==> src/design/area_ordered_box_nms_assert.svh <==
// assertion macros for the box suppression block
// used by the top level; no other dependencies
`ifndef AREA_ORDERED_BOX_NMS_ASSERT_SVH
`define AREA_ORDERED_BOX_NMS_ASSERT_SVH
`ifndef SYNTH
`define AOB_ASSERT_IMPL(lbl, ante, cons, msg) \
  lbl: assert property (@(posedge clk) disable iff (!rst_n) (ante) |-> (cons)) \
    else $error(msg);
`define AOB_ASSERT_NEXT(lbl, ante, cons, msg) \
  lbl: assert property (@(posedge clk) disable iff (!rst_n) (ante) |=> (cons)) \
    else $error(msg);
`else
`define AOB_ASSERT_IMPL(lbl, ante, cons, msg)
`define AOB_ASSERT_NEXT(lbl, ante, cons, msg)
`endif
`endif

==> src/design/aob_pkg.sv <==
// shared types for the area ordered box suppression block
// no dependencies
package aob_pkg;

  typedef struct packed {
    logic signed [15:0] x;
    logic signed [15:0] y;
    logic [14:0]        w;
    logic [14:0]        h;
  } box_t;

  typedef struct packed {
    logic signed [15:0] box_x;
    logic signed [15:0] box_y;
    logic [14:0]        box_width;
    logic [14:0]        box_height;
    logic               last_box;
  } in_item_t;

  typedef struct packed {
    logic signed [15:0] kept_x;
    logic signed [15:0] kept_y;
    logic [14:0]        kept_width;
    logic [14:0]        kept_height;
    logic [5:0]         source_index;
    logic               last_kept;
  } out_item_t;

  typedef struct packed {
    box_t       box;
    logic [5:0] idx;
  } kept_entry_t;

  // overlap unit status
  typedef struct packed {
    logic done;
    logic ok;
  } iou_res_t;

  typedef enum logic [3:0] {
    ST_LOAD,
    ST_SCAN,
    ST_SCAN_END,
    ST_PICK,
    ST_CMP_RD,
    ST_CMP_WAIT,
    ST_CMP_RUN,
    ST_EMIT_RD,
    ST_EMIT_WAIT,
    ST_EMIT_HOLD
  } state_t;

  localparam logic [2:0] ADDR_THRESHOLD = 3'd0;
  localparam logic [16:0] THR_RESET = 17'd19661;

endpackage

==> src/design/aob_iou_unit.sv <==
// pipelined overlap test of two boxes: inter*65536 <= thr*union
// depends on aob_pkg
module aob_iou_unit (
  input  logic              clk,
  input  logic              rst_n,
  input  logic              start,
  input  aob_pkg::box_t     box_a,
  input  aob_pkg::box_t     box_b,
  input  logic [16:0]       thr,
  output aob_pkg::iou_res_t res
);

  logic [3:0]  vld_r;
  logic [14:0] ex_r, ey_r;
  logic [29:0] aa_r, ab_r, aa2_r, ab2_r, inter_r, inter2_r, inter3_r;
  logic [30:0] uni_r, uni2_r;
  logic [47:0] prod_r;

  logic signed [17:0] ax0, ax1, bx0, bx1, ay0, ay1, by0, by1;
  logic signed [17:0] xlo, xhi, ylo, yhi, dx, dy;

  // edges and clamped extents
  always_comb begin
    ax0 = 18'(box_a.x);
    ax1 = 18'(box_a.x) + 18'($signed({1'b0, box_a.w}));
    bx0 = 18'(box_b.x);
    bx1 = 18'(box_b.x) + 18'($signed({1'b0, box_b.w}));
    ay0 = 18'(box_a.y);
    ay1 = 18'(box_a.y) + 18'($signed({1'b0, box_a.h}));
    by0 = 18'(box_b.y);
    by1 = 18'(box_b.y) + 18'($signed({1'b0, box_b.h}));
    xlo = (ax0 > bx0) ? ax0 : bx0;
    xhi = (ax1 < bx1) ? ax1 : bx1;
    ylo = (ay0 > by0) ? ay0 : by0;
    yhi = (ay1 < by1) ? ay1 : by1;
    dx  = xhi - xlo;
    dy  = yhi - ylo;
  end

  always_ff @(posedge clk) begin
    if (!rst_n) begin
      vld_r <= '0;
    end else begin
      vld_r <= {vld_r[2:0], start};
    end
  end

  // stage 1 extents and areas, 2 intersection, 3 union, 4 product
  always_ff @(posedge clk) begin
    ex_r     <= (dx > 18'sd0) ? dx[14:0] : 15'd0;
    ey_r     <= (dy > 18'sd0) ? dy[14:0] : 15'd0;
    aa_r     <= box_a.w * box_a.h;
    ab_r     <= box_b.w * box_b.h;
    inter_r  <= ex_r * ey_r;
    aa2_r    <= aa_r;
    ab2_r    <= ab_r;
    uni_r    <= {1'b0, aa2_r} + {1'b0, ab2_r} - {1'b0, inter_r};
    inter2_r <= inter_r;
    prod_r   <= thr * uni_r;
    uni2_r   <= uni_r;
    inter3_r <= inter2_r;
  end

  assign res.done = vld_r[3];
  assign res.ok   = (uni2_r != 31'd0) && ({2'b00, inter3_r, 16'd0} <= prod_r);

endmodule

==> config.mk <==
export PLATFORM = sky130hd
export DESIGN_NAME = aob_iou_unit
export DESIGN_NICKNAME = d
export VERILOG_FILES = /design/src/design/area_ordered_box_nms_assert.svh /design/src/design/aob_pkg.sv /design/src/design/aob_iou_unit.sv
export SDC_FILE = /design/constraint.sdc
export NUM_CORES = 2
export LEC_CHECK = 0
export BUFFER_PORTS_ARGS = -buffer_cell sky130_fd_sc_hd__buf_4
export CORE_ASPECT_RATIO = 0.5
export CORE_UTILIZATION = 50
export CTS_BUF_LIST = sky130_fd_sc_hd__clkbuf_4 sky130_fd_sc_hd__clkbuf_8 sky130_fd_sc_hd__clkbuf_16
export CTS_CLUSTER_SIZE = 20
export DETAILED_ROUTE_END_ITERATION = 16
export PLACE_DENSITY = 0.7
export SLEW_MARGIN = 20
export SYNTH_ARGS = -nofsm -noshare
export SYNTH_HDL_FRONTEND = slang
export SYNTH_SLANG_ARGS = --single-unit
export TNS_END_PERCENT = 20
==> constraint.sdc <==
create_clock -name clk -period 11.2 [get_ports clk]
set_clock_uncertainty 0.2 [all_clocks]
set_input_delay 0 -clock clk [delete_from_list [all_inputs] [get_ports clk]]
set_output_delay 0 -clock clk [all_outputs]
set_load 0.005 [all_outputs]
# Word level (Yosys, flattened, before mapping)
# Index checks and enable logic that the tools add are counted.
# W data, S select, Z words.
[op_classes]
magnitude_cmp = 7
reduce_logical = 2
n_addsub = 8
mux = 4
mul = 4
[ops]
columns = ["cell", "count"]
rows = [
  ["$mul A15 B15 Y30", 3],
  ["$mux W18", 4],
  ["$add A16 B16 Y17", 4],
  ["$le A46 B48 Y1", 1],
  ["$mul A17 B31 Y48", 1],
  ["$gt A18 B1 Y1 const B", 2],
  ["$sub A18 B18 Y18", 2],
  ["$lt A17 B17 Y1", 2],
  ["$gt A16 B16 Y1", 2],
  ["$add A30 B30 Y31", 1],
  ["$reduce_bool A31 Y1", 1],
  ["$sub A31 B30 Y31", 1],
  ["$logic_and A1 B1 Y1", 1],
]
[word_totals]
reg_bits = 354
out_inout_bits = 2
wordCells = 38
in_bits = 144

# Depth between registers and ports, before layout
[depth]
ltp_word = 5
ltp_mapped = 34
ltp_nobuf = 33

# Worst setup path after synthesis
# No wires, ideal clock.
[synth_timing]
path_type = "register to register"
startpoint = "register uni_r[17]"
endpoint = "register prod_r[41]"
arrival_time_ns = 6.209
setup_time_ns = 0.072
path_slack_ns = 4.719
n_path_buf = 2
path_stages_with_launch = 24
synth_period_minus_slack_ns = 6.481
required_ns = 10.928
path_cell_list = "dfxtp_1 -> clkbuf_1 -> clkbuf_1 -> nand2_1 -> fa_1 -> inv_1 -> fa_1 -> inv_1 -> fa_1 -> fa_1 -> fa_1 -> inv_1 -> fa_1 -> ha_1 -> nand2_1 -> o21ai_0 -> nor2b_1 -> o211a_1 -> o31ai_1 -> a221oi_1 -> a21o_1 -> o21a_1 -> o31ai_1 -> xnor2_1"
[synth_between]
elab_chain_cells = 1
[synth_lines]
columns = ["item", "line_no", "rtl"]
rows = [
  ["start, declared", "aob_iou_unit.sv:16", "logic [30:0] uni_r, uni2_r;"],
  ["start signal, assigned", "aob_iou_unit.sv:57", "uni_r <= {1'b0, aa2_r} + {1'b0, ab2_r} - {1'b0, inter_r};"],
  ["$mul A17 B31 Y48", "aob_iou_unit.sv:59", "prod_r <= thr * uni_r;"],
  ["end signal, assigned", "aob_iou_unit.sv:59", ""],
  ["end, declared", "aob_iou_unit.sv:17", "logic [47:0] prod_r;"],
]
# No other way between the ends.
# A chain may end at the register's enable or synchronous reset.

# Worst setup path after layout
[layout_timing]
startpoint = "register uni_r[16]"
endpoint = "register prod_r[41]"
# The elaborated chain is that of the path after synthesis.

==> flow_metrics.env <==
export IMPL_status="finished, final reports clean"
export IMPL_num_rows=84
export IMPL_clk_latency_ns=0.57
export IMPL_cp_start_kind="flip-flop"
export IMPL_synth_fp_nets=7668
export IMPL_synth_edf_count=0
export IMPL_multiInputGateArea_um2=41980
export IMPL_seqCellArea_um2=7087
export IMPL_fill_cells=9417
export IMPL_synth_top_cell_area_share=0.3583
export IMPL_worstSetupEndpointType="flip-flop"
export IMPL_slew_viol_final=0
export IMPL_ys_ff_latch=354
export IMPL_first_pass_iters=5
export IMPL_synth_area_top_cells="fa_1, ha_1, dfxtp_1"
export IMPL_fp_dieW_um=467.8
export IMPL_cts_tree="yes"
export IMPL_layout_drive_gt1_share=0.04503
export IMPL_final_cell_mix="inv_1, fa_1, nand2_1"
export IMPL_htreeDepth=2
export IMPL_cts_sinks=354
export IMPL_hold_depth=5
export IMPL_routabilityCongestion=0.9364
export IMPL_synth_area_um2=54250
export IMPL_die_height_um=234.9
export IMPL_ys_seq_area_frac=0.1306
export IMPL_cp_max_fo=18
export IMPL_clock_path_buffers=3
export IMPL_grt_pass1_wl_um=231200
export IMPL_start_util=0.5106
export IMPL_vias=40581
export IMPL_finalSetupTns_ns=0
export IMPL_holdCritPathClass="input pin to flip-flop"
export IMPL_synthCells=5932
export IMPL_antenna_left=0
export IMPL_grt_max_degree=32
export IMPL_drc=0
export IMPL_met1_length_um=60010
export IMPL_fin_crit_ns=7.400
export IMPL_crit_type="flip-flop to flip-flop"
export IMPL_hold_viol_final=0
export IMPL_yosys_cell_types_count=77
export IMPL_yosys_area_top_type="fa_1"
export IMPL_synthFlopType="dfxtp_1"
export IMPL_rr_worst_depth=21
export IMPL_post_cts_buffers=0
export IMPL_grt_antenna_before_repair=6
export IMPL_place_hpwl_um=112900
export IMPL_ios=146
export IMPL_area_growth_pct=7.869
export IMPL_ys_warn_count=0
export IMPL_hold_buffers=74
export IMPL_arrival_ns=7.68
export IMPL_timing_fmax_ghz=0.1351
export IMPL_drtIter0Drc=2522
export IMPL_cts_root_buffer="clkbuf_16"
export IMPL_met2_length_um=63960
export IMPL_fin_crit_sh=0.6608
export IMPL_syn_area_per_cell_um2=9.145
export IMPL_drt_wirelength_per_cell_um=18.73
export IMPL_grt_use_total=0.2634
export IMPL_coreArea_um2=106300
export IMPL_maxCapViolCount=0
export IMPL_setup_viol_count_final=0
export IMPL_numCtsBuffers=39
export IMPL_mostFrequentLayoutCell="inv_1"
export IMPL_die_area_um2=109900
export IMPL_routed_wirelength_um=139700
export IMPL_relSlewSlack=0.3005
export IMPL_cts_repair_resized=0
export IMPL_post_dp_cell_area_um2=56460
export IMPL_top_layer="met5"
export IMPL_port_buffers=145
export IMPL_dr_wl_met3_um=11550
export IMPL_clkTransAtPathRegs_ns=0.06
export IMPL_n_antenna_cell=0
export IMPL_fin_nets=7747
export IMPL_worst_pin_slew_ns=1.048
export IMPL_overflow=0
export IMPL_grt_pass1_vias=43854
export IMPL_crit_required_ns=11.48
export IMPL_drt_vias_per_instance=5.441
export IMPL_fin_area_um2=58520
export IMPL_rsz0062_at_grt="no"
export IMPL_async_flop_share=0
per-layer routing:
layer / up-vias / GRT usage
met5: - / 0
met4: 6 / 0.08283
met3: 293 / 0.04607
met2: 1537 / 0.4277
met1: 20326 / 0.3574
li1: 18419 / -
registers in the layout (all words and copies together) (netlist names):
register,count
prod_r,48
uni2_r,31
uni_r,31
aa2_r,30
aa_r,30
ab2_r,30
ab_r,30
inter2_r,30
inter3_r,30
inter_r,30
ex_r,15
ey_r,15
vld_r,4
through the flow:
step | instances | utilization | hold WS, ns | setup slack (ns)
final | 7459 | 0.5507 | 0.01330 | 3.800
after global routing | 7459 | 0.5507 | 0.02643 | 3.233
after CTS | 7459 | 0.5507 | 0.004997 | 3.837
after detailed placement | 7315 | 0.5313 | 0.02478 | 3.888
after global placement | 7315 | 0.5313 | 0.01274 | 3.901
after floorplan | 5932 | - | -0.07829 | 4.719
kinds of logic (layout without fill, tap and decap cells):
logic type,after synthesis,count (layout),share of synthesized area
flip-flops,354,354,0.1306
AO/OA/AOI/OAI,627,627,0.07609
multiplexers,68,68,0.01312
XOR/XNOR,213,213,0.03439
adder cells (fa/ha/maj),1593,1593,0.5018
buffers and inverters,1378,1486,0.09571
AND/OR/NAND/NOR,1699,1699,0.1483
cell type report:
| cell class | instances | share of cell area |
|---|---|---|
| clock buffers | 50 | 0.01862 |
| clock inverters | 20 | 0.003956 |
| inverters | 1187 | 0.07614 |
| multi-input cells | 4200 | 0.7173 |
| flip-flops and latches | 354 | 0.1211 |
| well taps | 1419 | 0.03034 |
| repair buffers | 229 | 0.03254 |
worst paths after layout:
path / startpoint / endpoint / slack [ns]
worst max register to register: uni_r[16] / prod_r[41] / 3.80
worst min register to register: ab_r[19] / ab2_r[19] / 0.11
worst min-delay path: box_b[54] / ex_r[8] / 0.01
worst max-delay path: uni_r[16] / prod_r[41] / 3.80
synthesized netlist by cell type (8+ instances only):
cell,instances
xnor2_1,145
a21boi_0,9
ha_1,621
a21oi_1,193
and2_1,449
inv_1,1187
nor2_1,153
mux2_2,17
nand4_1,32
a211o_1,8
nor3_1,45
a21o_1,114
nor2b_1,28
or3_1,11
fa_1,971
o21a_1,38
nor4_1,16
o21bai_1,28
a31oi_1,14
o211ai_1,12
clkbuf_1,185
dfxtp_1,354
xor2_1,68
mux2i_1,49
nand3_1,34
and3_1,13
nand2_1,856
o21ai_0,103
a211oi_1,21
o31ai_1,11
nand2b_1,40
critical path, cell delays in order (launching register included):
cell      delay [ns]
dfxtp_1         0.88
nand2_1         0.18
fa_1            0.57
inv_1           0.06
fa_1            0.54
inv_1           0.06
fa_1            0.50
fa_1            0.52
fa_1            0.50
inv_1           0.05
fa_1            0.44
ha_1            0.41
a21oi_1         0.09
o21ai_0         0.30
nor2b_1         0.10
o211a_1         0.18
o31ai_1         0.57
a221oi_1        0.27
a21o_1          0.24
o21a_1          0.21
o31ai_1         0.31
xnor2_1         0.16
Power is not shown: default switching activity piles up to over one toggle a cycle in this logic, so the estimate is an artifact.
